<file path="src/hw/rtl/cas_pkg.sv">
// Shared types and constants of the ascending sorter.
// Depends on nothing; imported by cas_front, cas_back, the top level and the checker.
package cas_pkg;

	localparam int DATA_W           = 32;
	localparam int MAX_ELEMENTS_DEF = 32;
	localparam int MID_DEPTH        = 4;
	localparam int OUT_DEPTH        = 4;
	localparam int OUT_CNT_W        = $clog2(OUT_DEPTH + 1);

	typedef struct packed {
		logic signed [DATA_W-1:0] value;
		logic                     is_final;
		logic                     keep;
		logic                     ovf;
	} mid_beat_t;

	typedef struct packed {
		logic signed [DATA_W-1:0] sorted_value;
		logic                     end_of_run;
		logic                     dropped;
	} out_beat_t;

endpackage

</file>
<file path="src/hw/rtl/cas_fifo.sv">
// Small first-in first-out queue with a fill count.
// Depends on nothing; used between the stages and at the result side of the sorter.
module cas_fifo #(
	parameter int WIDTH = 8,
	parameter int DEPTH = 4
) (
	input  logic                       clk,
	input  logic                       arst_n,
	input  logic                       push,
	input  logic [WIDTH-1:0]           din,
	output logic                       full,
	input  logic                       pop,
	output logic [WIDTH-1:0]           dout,
	output logic                       empty,
	output logic [$clog2(DEPTH+1)-1:0] count
);

	localparam int PTR_W = (DEPTH > 1) ? $clog2(DEPTH) : 1;
	localparam int CNT_W = $clog2(DEPTH + 1);

	logic [WIDTH-1:0] slots_q [DEPTH];
	logic [PTR_W-1:0] wr_ptr_q;
	logic [PTR_W-1:0] rd_ptr_q;
	logic [CNT_W-1:0] cnt_q;
	logic             do_push;
	logic             do_pop;

	assign full    = (cnt_q == CNT_W'(DEPTH));
	assign empty   = (cnt_q == '0);
	assign count   = cnt_q;
	assign dout    = slots_q[rd_ptr_q];
	assign do_push = push && !full;
	assign do_pop  = pop && !empty;

	always_ff @(posedge clk or negedge arst_n) begin
		if (!arst_n) begin
			wr_ptr_q <= '0;
			rd_ptr_q <= '0;
			cnt_q    <= '0;
		end else begin
			if (do_push) begin
				wr_ptr_q <= (wr_ptr_q == PTR_W'(DEPTH - 1)) ? '0 : wr_ptr_q + 1'b1;
			end
			if (do_pop) begin
				rd_ptr_q <= (rd_ptr_q == PTR_W'(DEPTH - 1)) ? '0 : rd_ptr_q + 1'b1;
			end
			if (do_push && !do_pop) begin
				cnt_q <= cnt_q + 1'b1;
			end else if (do_pop && !do_push) begin
				cnt_q <= cnt_q - 1'b1;
			end
		end
	end

	always_ff @(posedge clk) begin
		if (do_push) begin
			slots_q[wr_ptr_q] <= din;
		end
	end

endmodule

</file>
<file path="src/hw/rtl/cas_front.sv">
// Input side of the sorter: accepts elements and decides whether each one fits.
// Depends on cas_pkg; feeds the queue in front of cas_back.
module cas_front import cas_pkg::*; #(
	parameter int MAX_ELEMENTS = MAX_ELEMENTS_DEF
) (
	input  logic                     clk,
	input  logic                     arst_n,
	input  logic                     push,
	output logic                     full,
	input  logic signed [DATA_W-1:0] value,
	input  logic                     is_final,
	input  logic                     mid_full,
	output logic                     mid_push,
	output mid_beat_t                mid_beat
);

	localparam int CNT_W = $clog2(MAX_ELEMENTS + 1);

	logic [CNT_W-1:0] cnt_q;
	logic             ovf_q;
	logic             keep;

	assign full              = mid_full;
	assign mid_push          = push && !mid_full;
	assign keep              = (cnt_q < CNT_W'(MAX_ELEMENTS));
	assign mid_beat.value    = value;
	assign mid_beat.is_final = is_final;
	assign mid_beat.keep     = keep;
	assign mid_beat.ovf      = ovf_q || !keep;

	always_ff @(posedge clk or negedge arst_n) begin
		if (!arst_n) begin
			cnt_q <= '0;
			ovf_q <= 1'b0;
		end else if (mid_push) begin
			if (is_final) begin
				cnt_q <= '0;
				ovf_q <= 1'b0;
			end else begin
				cnt_q <= cnt_q + CNT_W'(keep);
				ovf_q <= ovf_q || !keep;
			end
		end
	end

endmodule

</file>
<file path="src/hw/rtl/cas_back.sv">
// Work side of the sorter: loads the element store, bubble sorts it in place
// and reads it out in order. Depends on cas_pkg; drains the middle queue.
module cas_back import cas_pkg::*; #(
	parameter int MAX_ELEMENTS = MAX_ELEMENTS_DEF
) (
	input  logic                 clk,
	input  logic                 arst_n,
	input  mid_beat_t            mid_beat,
	input  logic                 mid_empty,
	output logic                 mid_pop,
	input  logic [OUT_CNT_W-1:0] out_count,
	output logic                 out_push,
	output out_beat_t            out_beat
);

	localparam int IDX_W = (MAX_ELEMENTS > 1) ? $clog2(MAX_ELEMENTS) : 1;
	localparam int CNT_W = $clog2(MAX_ELEMENTS + 1);

	typedef enum logic [1:0] {
		ST_LOAD,
		ST_SORT,
		ST_TAIL,
		ST_EMIT
	} state_t;

	state_t                   state_q;
	logic [CNT_W-1:0]         cnt_q;
	logic                     ovf_q;
	logic [CNT_W-1:0]         rd_idx_q;
	logic                     rd_vld_s1;
	logic [IDX_W-1:0]         rd_pos_s1;
	logic signed [DATA_W-1:0] rd_data_s1;
	logic signed [DATA_W-1:0] carry_q;
	logic                     swapped_q;
	logic signed [DATA_W-1:0] mem_q [MAX_ELEMENTS];

	logic [CNT_W-1:0]         cnt_m1;
	logic [CNT_W-1:0]         load_total;
	logic [OUT_CNT_W:0]       out_used;
	logic                     room;
	logic                     more;
	logic                     rd_en;
	logic [IDX_W-1:0]         rd_addr;
	logic                     last_pos;
	logic                     greater;
	logic                     wr_en;
	logic [IDX_W-1:0]         wr_addr;
	logic signed [DATA_W-1:0] wr_data;

	assign mid_pop    = (state_q == ST_LOAD) && !mid_empty;
	assign load_total = cnt_q + CNT_W'(mid_beat.keep);
	assign cnt_m1     = cnt_q - 1'b1;
	assign out_used   = {1'b0, out_count} + (OUT_CNT_W + 1)'(rd_vld_s1);
	assign room       = (out_used < (OUT_CNT_W + 1)'(OUT_DEPTH));
	assign more       = (rd_idx_q < cnt_q);
	assign rd_en      = more && ((state_q == ST_SORT) || ((state_q == ST_EMIT) && room));
	assign rd_addr    = rd_idx_q[IDX_W-1:0];
	assign last_pos   = (CNT_W'(rd_pos_s1) == cnt_m1);
	assign greater    = (carry_q > rd_data_s1);

	assign out_push              = (state_q == ST_EMIT) && rd_vld_s1;
	assign out_beat.sorted_value = rd_data_s1;
	assign out_beat.end_of_run   = last_pos;
	assign out_beat.dropped      = ovf_q;

	always_comb begin
		wr_en   = 1'b0;
		wr_addr = cnt_q[IDX_W-1:0];
		wr_data = mid_beat.value;
		case (state_q)
			ST_LOAD: begin
				wr_en = mid_pop && mid_beat.keep;
			end
			ST_SORT: begin
				wr_en   = rd_vld_s1 && (rd_pos_s1 != '0);
				wr_addr = rd_pos_s1 - 1'b1;
				wr_data = greater ? rd_data_s1 : carry_q;
			end
			ST_TAIL: begin
				wr_en   = 1'b1;
				wr_addr = cnt_m1[IDX_W-1:0];
				wr_data = carry_q;
			end
			default: begin
				wr_en = 1'b0;
			end
		endcase
	end

	always_ff @(posedge clk) begin
		if (wr_en) begin
			mem_q[wr_addr] <= wr_data;
		end
		if (rd_en) begin
			rd_data_s1 <= mem_q[rd_addr];
		end
	end

	always_ff @(posedge clk or negedge arst_n) begin
		if (!arst_n) begin
			state_q   <= ST_LOAD;
			cnt_q     <= '0;
			ovf_q     <= 1'b0;
			rd_idx_q  <= '0;
			rd_vld_s1 <= 1'b0;
			rd_pos_s1 <= '0;
			carry_q   <= '0;
			swapped_q <= 1'b0;
		end else begin
			rd_vld_s1 <= rd_en;
			rd_pos_s1 <= rd_addr;
			if (rd_en) begin
				rd_idx_q <= rd_idx_q + 1'b1;
			end
			case (state_q)
				ST_LOAD: begin
					if (mid_pop) begin
						cnt_q <= load_total;
						if (mid_beat.is_final) begin
							ovf_q     <= mid_beat.ovf;
							rd_idx_q  <= '0;
							swapped_q <= 1'b0;
							state_q   <= (load_total > CNT_W'(1)) ? ST_SORT : ST_EMIT;
						end
					end
				end
				ST_SORT: begin
					if (rd_vld_s1) begin
						if (rd_pos_s1 == '0) begin
							carry_q <= rd_data_s1;
						end else if (greater) begin
							swapped_q <= 1'b1;
						end else begin
							carry_q <= rd_data_s1;
						end
						if (last_pos) begin
							state_q <= ST_TAIL;
						end
					end
				end
				ST_TAIL: begin
					rd_idx_q <= '0;
					if (swapped_q) begin
						swapped_q <= 1'b0;
						state_q   <= ST_SORT;
					end else begin
						state_q <= ST_EMIT;
					end
				end
				ST_EMIT: begin
					if (rd_vld_s1 && last_pos) begin
						cnt_q   <= '0;
						ovf_q   <= 1'b0;
						state_q <= ST_LOAD;
					end
				end
				default: begin
					state_q <= ST_LOAD;
				end
			endcase
		end
	end

endmodule

</file>
<file path="src/hw/rtl/concatenate_and_sort_ascending.sv">
// Ascending sorter top level. Depends on cas_pkg, cas_front, cas_fifo and cas_back.
// Elements are written into the element store from the middle queue. On the final
// element the store of n values is bubble sorted in place, one compare per cycle
// through one read and one write port of the element store, in up to n passes;
// after the last pass the results follow at one per cycle while pop keeps up.
// Elements beyond MAX_ELEMENTS are discarded and every result of that set carries
// dropped.
module concatenate_and_sort_ascending import cas_pkg::*; #(
	parameter int MAX_ELEMENTS = MAX_ELEMENTS_DEF
) (
	input  logic                     clk,
	input  logic                     arst_n,
	input  logic                     push,
	output logic                     full,
	input  logic signed [DATA_W-1:0] value,
	input  logic                     is_final,
	output logic                     empty,
	input  logic                     pop,
	output logic signed [DATA_W-1:0] sorted_value,
	output logic                     end_of_run,
	output logic                     dropped
);

	mid_beat_t            mid_in;
	mid_beat_t            mid_out;
	logic                 mid_push;
	logic                 mid_full;
	logic                 mid_pop;
	logic                 mid_empty;
	out_beat_t            out_in;
	out_beat_t            out_head;
	logic                 out_push;
	logic [OUT_CNT_W-1:0] out_count;

	cas_front #(
		.MAX_ELEMENTS(MAX_ELEMENTS)
	) u_front (
		.clk     (clk),
		.arst_n  (arst_n),
		.push    (push),
		.full    (full),
		.value   (value),
		.is_final(is_final),
		.mid_full(mid_full),
		.mid_push(mid_push),
		.mid_beat(mid_in)
	);

	cas_fifo #(
		.WIDTH($bits(mid_beat_t)),
		.DEPTH(MID_DEPTH)
	) u_mid_fifo (
		.clk   (clk),
		.arst_n(arst_n),
		.push  (mid_push),
		.din   (mid_in),
		.full  (mid_full),
		.pop   (mid_pop),
		.dout  (mid_out),
		.empty (mid_empty),
		.count ()
	);

	cas_back #(
		.MAX_ELEMENTS(MAX_ELEMENTS)
	) u_back (
		.clk      (clk),
		.arst_n   (arst_n),
		.mid_beat (mid_out),
		.mid_empty(mid_empty),
		.mid_pop  (mid_pop),
		.out_count(out_count),
		.out_push (out_push),
		.out_beat (out_in)
	);

	cas_fifo #(
		.WIDTH($bits(out_beat_t)),
		.DEPTH(OUT_DEPTH)
	) u_out_fifo (
		.clk   (clk),
		.arst_n(arst_n),
		.push  (out_push),
		.din   (out_in),
		.full  (),
		.pop   (pop),
		.dout  (out_head),
		.empty (empty),
		.count (out_count)
	);

	assign sorted_value = out_head.sorted_value;
	assign end_of_run   = out_head.end_of_run;
	assign dropped      = out_head.dropped;

endmodule

</file>
<file path="config.mk">
export PLATFORM = sky130hd
export DESIGN_NAME = concatenate_and_sort_ascending
export DESIGN_NICKNAME = d
export VERILOG_FILES = /design/src/hw/rtl/cas_pkg.sv /design/src/hw/rtl/cas_fifo.sv /design/src/hw/rtl/cas_front.sv /design/src/hw/rtl/cas_back.sv /design/src/hw/rtl/concatenate_and_sort_ascending.sv
export SDC_FILE = /design/constraint.sdc
export NUM_CORES = 1
export LEC_CHECK = 0
export BUFFER_PORTS_ARGS = -buffer_cell sky130_fd_sc_hd__buf_2
export CORE_UTILIZATION = 45
export DETAILED_ROUTE_END_ITERATION = 7
export GPL_TIMING_DRIVEN = 0
export PLACE_DENSITY = 0.68
export SLEW_MARGIN = 20
export SYNTH_ARGS = -nofsm -noshare
export SYNTH_HDL_FRONTEND = slang
export SYNTH_HIERARCHICAL = 1
export SYNTH_SLANG_ARGS = --single-unit
export TNS_END_PERCENT = 10
</file>
<file path="constraint.sdc">
create_clock -name clk -period 8.4 [get_ports clk]
set_input_delay 0.42 -clock clk [delete_from_list [all_inputs] [get_ports clk]]
set_output_delay 0.42 -clock clk [all_outputs]
set_load 0.05 [all_outputs]
</file>
==> run_results.csv <==
group,metric,value,unit
timing,finalCritPeriodShare,50.07,%
yosys,yosysUniqueCellTypes,75,
yosys,synth_top_family_by_area,"multiplexers",
min_path,min_path_cells,3,
yosys,postSynthCellCount,2795,
placement,place.detailed.hpwl,89840,um
routing,routed_wirelength,134500,um
setup_path,start_kind,"register",
final_layout,nNetsFinal,3171,
yosys,yosysWarnings,6,
timing,maxSlewViolCount,0,
min_path,hold-path-endpoint,"u_out_fifo/rd_ptr_q[0]$_DFFE_PN0P_",
timing,whs,0.09162,ns
die,rows,129,
setup_path,rr_worst_depth,6,
setup_path,worstPathMaxFanout,10,
clock_tree,clk_latency,0.76,ns
yosys,synth_edf_count,1332,
yosys,syn-num-nets,2895,
pwr,power.leakage,21.08,nW
timing,tns,0,ns
placement,gp_congestion,0.9198,
status,outcome,"complete, no violations",
yosys,syn_area_per_cell,20.05,sq um
clock_tree,numCtsBuffers,142,
timing,rsz0062_at_grt,"false",
yosys,synth_compound_area_share,4.081,%
die,ios,73,
min_path,hold_start,"pop",
timing,max_freq,237.8,MHz
timing,skew,0.02667,ns
clock_tree,cts-htree-levels,4,
timing,final-hold-violation-count,0,
setup_path,r2r_start,"u_back/rd_idx_q[1]$_DFF_PN0_",
routing,drc,0,
clock_tree,cts_tree,"built",
timing,slew_headroom,28.64,%
clock_tree,clk_pin_slew,0.06,ns
final_layout,syn2layout_area_growth,15.88,%
global_route,grt_pass1_wl,197200,um
die,die_w,354.9,um
global_route,grt_max_degree,48,
pwr,p_per_area,394.7,nW/um^2
global_route,antenna_found_initial,4,
yosys,async_reset_ff_share,5.330,%
die,die_h,354.9,um
die,design.die.area,126000,sq um
timing,finalCriticalPeriod,4.206,ns
die,core-area,123600,sq um
setup_path,path_class,"register to register",
placement,io_buffers,39,
min_path,hold_path_class,"input pin to register",
yosys,synth_xor_xnor_area_share,0.2500,%
routing,ant_nets,0,
die,start_util,45.33,%
setup_path,cp.required,8.82,ns
routing,routedWlPerCell,27.89,um
yosys,synthAdderAreaFrac,1.433,%
global_route,grt_overflow,0,
flow_run,max_cap_violations,0,
yosys,yosysSeqAreaShare,74.72,%
timing,worst_pin_slew,1.070,ns
routing,dr.pass1.iters,6,
clock_tree,clock_path_buffers,3,
final_layout,drive_above_1_share,23.93,%
global_route,grt_pass1_vias,28690,
routing,routed_via_density,5.936,
clock_tree,cts-root-buf,"clkbuf_16",
routing,vias,28630,
setup_path,worst_setup_path_end_kind,"register",
clock_tree,cts_sinks,1407,
yosys,yosys.area_share.simple,2.275,%
setup_path,arrival,4.63,ns
pwr,ir_drop,0.0003231,V
setup_path,rr_endpoint,"u_back/rd_data_s1[4]$_DFFE_PP_",
routing,drtIter0Drc,3138,
global_route,groute.usage.overall,21.57,%
yosys,synth-seq-cells,1407,
clock_tree,post_cts_resized,0,
timing,finalSetupViolCount,0,
yosys,ys.flop_type,"edfxtp_1",
setup_path,r2r_setup_slack,4.19,ns
yosys,syn_area,56040,sq um
yosys,muxShareOfSynthArea,15.00,%
## layout make-up
| class | count | area (sq um) |
|---|---|---|
| Clock inverter | 71 | 701.9 |
| Sequential cell | 1407 | 41880 |
| Buffer | 181 | 1035 |
| Inverter | 60 | 225.2 |
| Multi-Input combinational cell | 1147 | 13280 |
| Antenna cell | 1 | 2.502 |
| Clock buffer | 186 | 3842 |
| Fill cell | 9523 | 58690 |
| Tap cell | 1637 | 2048 |
| Timing Repair Buffer | 132 | 1929 |
## worst max-delay path, stage by stage, from the launching register on
cell,delay [ns]
dfrtp_1,0.48
buf_2,0.35
clkbuf_1,0.72
clkbuf_1,0.72
mux4_2,0.41
a2111oi_0,0.92
nor2_1,0.24
## cell usage after synthesis, drive strengths merged, types with 9 or more instances
library cell / number / area [sq um]
o22ai: 29 / 181.4
ha: 61 / 763.2
nand3: 18 / 102.6
o31a: 18 / 157.7
a2111oi: 12 / 123.9
o221ai: 31 / 271.5
nor2b: 31 / 209.0
mux2: 43 / 499.2
xor2: 12 / 105.1
nor2: 94 / 352.8
edfxtp: 1332 / 40000
nand2: 47 / 178.9
a211oi: 14 / 105.1
mux2i: 183 / 1832
mux4: 269 / 6073
o21ai: 61 / 305.3
nor3: 11 / 55.05
a21oi: 67 / 335.3
nand4: 9 / 56.30
a21o: 10 / 75.07
a221o: 27 / 270.3
inv: 60 / 225.2
buf: 117 / 793.3
dfrtp: 75 / 1877
a31oi: 10 / 77.57
and2: 10 / 62.56
clkbuf: 64 / 240.2
## cells by family (layout without fill, tap and decap cells)
family                     Yosys count  in the layout
DFF                               1407           1407
other                                0              1
and+or+nand+nor                    252            252
muxes                              495            495
adders and majority gates           63             63
xor gates and xnor gates            16             16
buffers and inverters              241            630
AOI/OAI and AO/OA                  321            321
## stage by stage
stage	worst slack, ns	std cells	utilization [%]	cell area [sq um]	power [mW]
detailed placement	4.295	4530	48.56	60040	19.50
CTS	4.269	4821	52.51	64930	25.67
floorplan	4.707	2795	-	56040	15.73
global route	4.054	4821	52.52	64940	26.54
finish	4.194	4822	52.53	64940	25.64
global placement	2.439	4471	47.14	58290	18.66
## state kept, by name (all words and copies together) (netlist names)
| register | cells |
|---|---|
| u_back/mem_q | 1024 |
| u_mid_fifo/slots_q | 140 |
| u_out_fifo/slots_q | 136 |
| u_back/carry_q | 32 |
| u_back/rd_data_s1 | 32 |
| u_back/cnt_q | 6 |
| u_back/rd_idx_q | 6 |
| u_front/cnt_q | 6 |
| u_back/rd_pos_s1 | 5 |
| u_mid_fifo/count | 3 |
| u_out_fifo/count | 3 |
| u_back/state_q | 2 |
| u_mid_fifo/rd_ptr_q | 2 |
| u_mid_fifo/wr_ptr_q | 2 |
| u_out_fifo/rd_ptr_q | 2 |
| u_out_fifo/wr_ptr_q | 2 |
| u_back/ovf_q | 1 |
| u_back/rd_vld_s1 | 1 |
| u_back/swapped_q | 1 |
| u_front/ovf_q | 1 |
## cells in the final DEF (no fill, tap or decap), types with 12 or more instances in the layout
master and n:
edfxtp_1 1332, mux4_2 265, mux2i_1 183, clkbuf_16 145, clkbuf_1 99, buf_2 88, dfrtp_1 75, ha_1 61
a21oi_1 60, nor2_1 60, inv_1 59, o21ai_0 58, nand2_1 46, buf_4 42, buf_12 36, mux2_1 35
dlygate4sd3_1 34, nor2_4 34, o221ai_1 31, nor2b_1 29, o22ai_1 29, buf_16 28, a221o_2 25, clkinv_1 23
clkinv_2 22, o31a_1 18, nand3_1 17, a211oi_1 14, buf_1 13, xor2_1 12
## what timing repair did
item	4_1_cts	5_1_grt
endpoints found under the hold margin	162	0
setup buffers	0	0
setup endpoints to repair	0	0
hold buffers	34	0
## per-layer routing
metal	GRT usage, %	wire (um)
met4	7.690	4543
met3	4.210	11630
met1	30.46	55180
met5	0	40
met2	33.57	63100
## report_power, final
group | internal, mW | total [mW] | switching [mW]
Sequential | 10.5 | 11.0 | 0.478
Combinational | 2.74 | 8.50 | 5.76
Clock | 3.55 | 6.16 | 2.61
Total | 16.8 | 25.6 | 8.85
## worst max path at each step
| stage | from | end | slack [ns] | cells after the start |
|---|---|---|---|---|
| global route | u_back/cnt_q[1]$_DFFE_PN0P_ | u_back/mem_q[8][21]$_DFFE_PP_ | 4.05 | 9 |
| floorplan | u_back/cnt_q[1]$_DFFE_PN0P_ | u_back/mem_q[0][0]$_DFFE_PP_ | 4.71 | 8 |
| CTS | u_back/rd_data_s1[27]$_DFFE_PP_ | u_back/mem_q[1][3]$_DFFE_PP_ | 4.27 | 10 |
| detailed placement | u_back/rd_data_s1[27]$_DFFE_PP_ | u_back/mem_q[2][3]$_DFFE_PP_ | 4.29 | 10 |
| global placement | u_back/cnt_q[1]$_DFFE_PN0P_ | u_back/mem_q[0][18]$_DFFE_PP_ | 2.44 | 8 |
| finish | u_back/rd_idx_q[1]$_DFF_PN0_ | u_back/rd_data_s1[4]$_DFFE_PP_ | 4.19 | 6 |
Power figures use the tool's default switching activity.
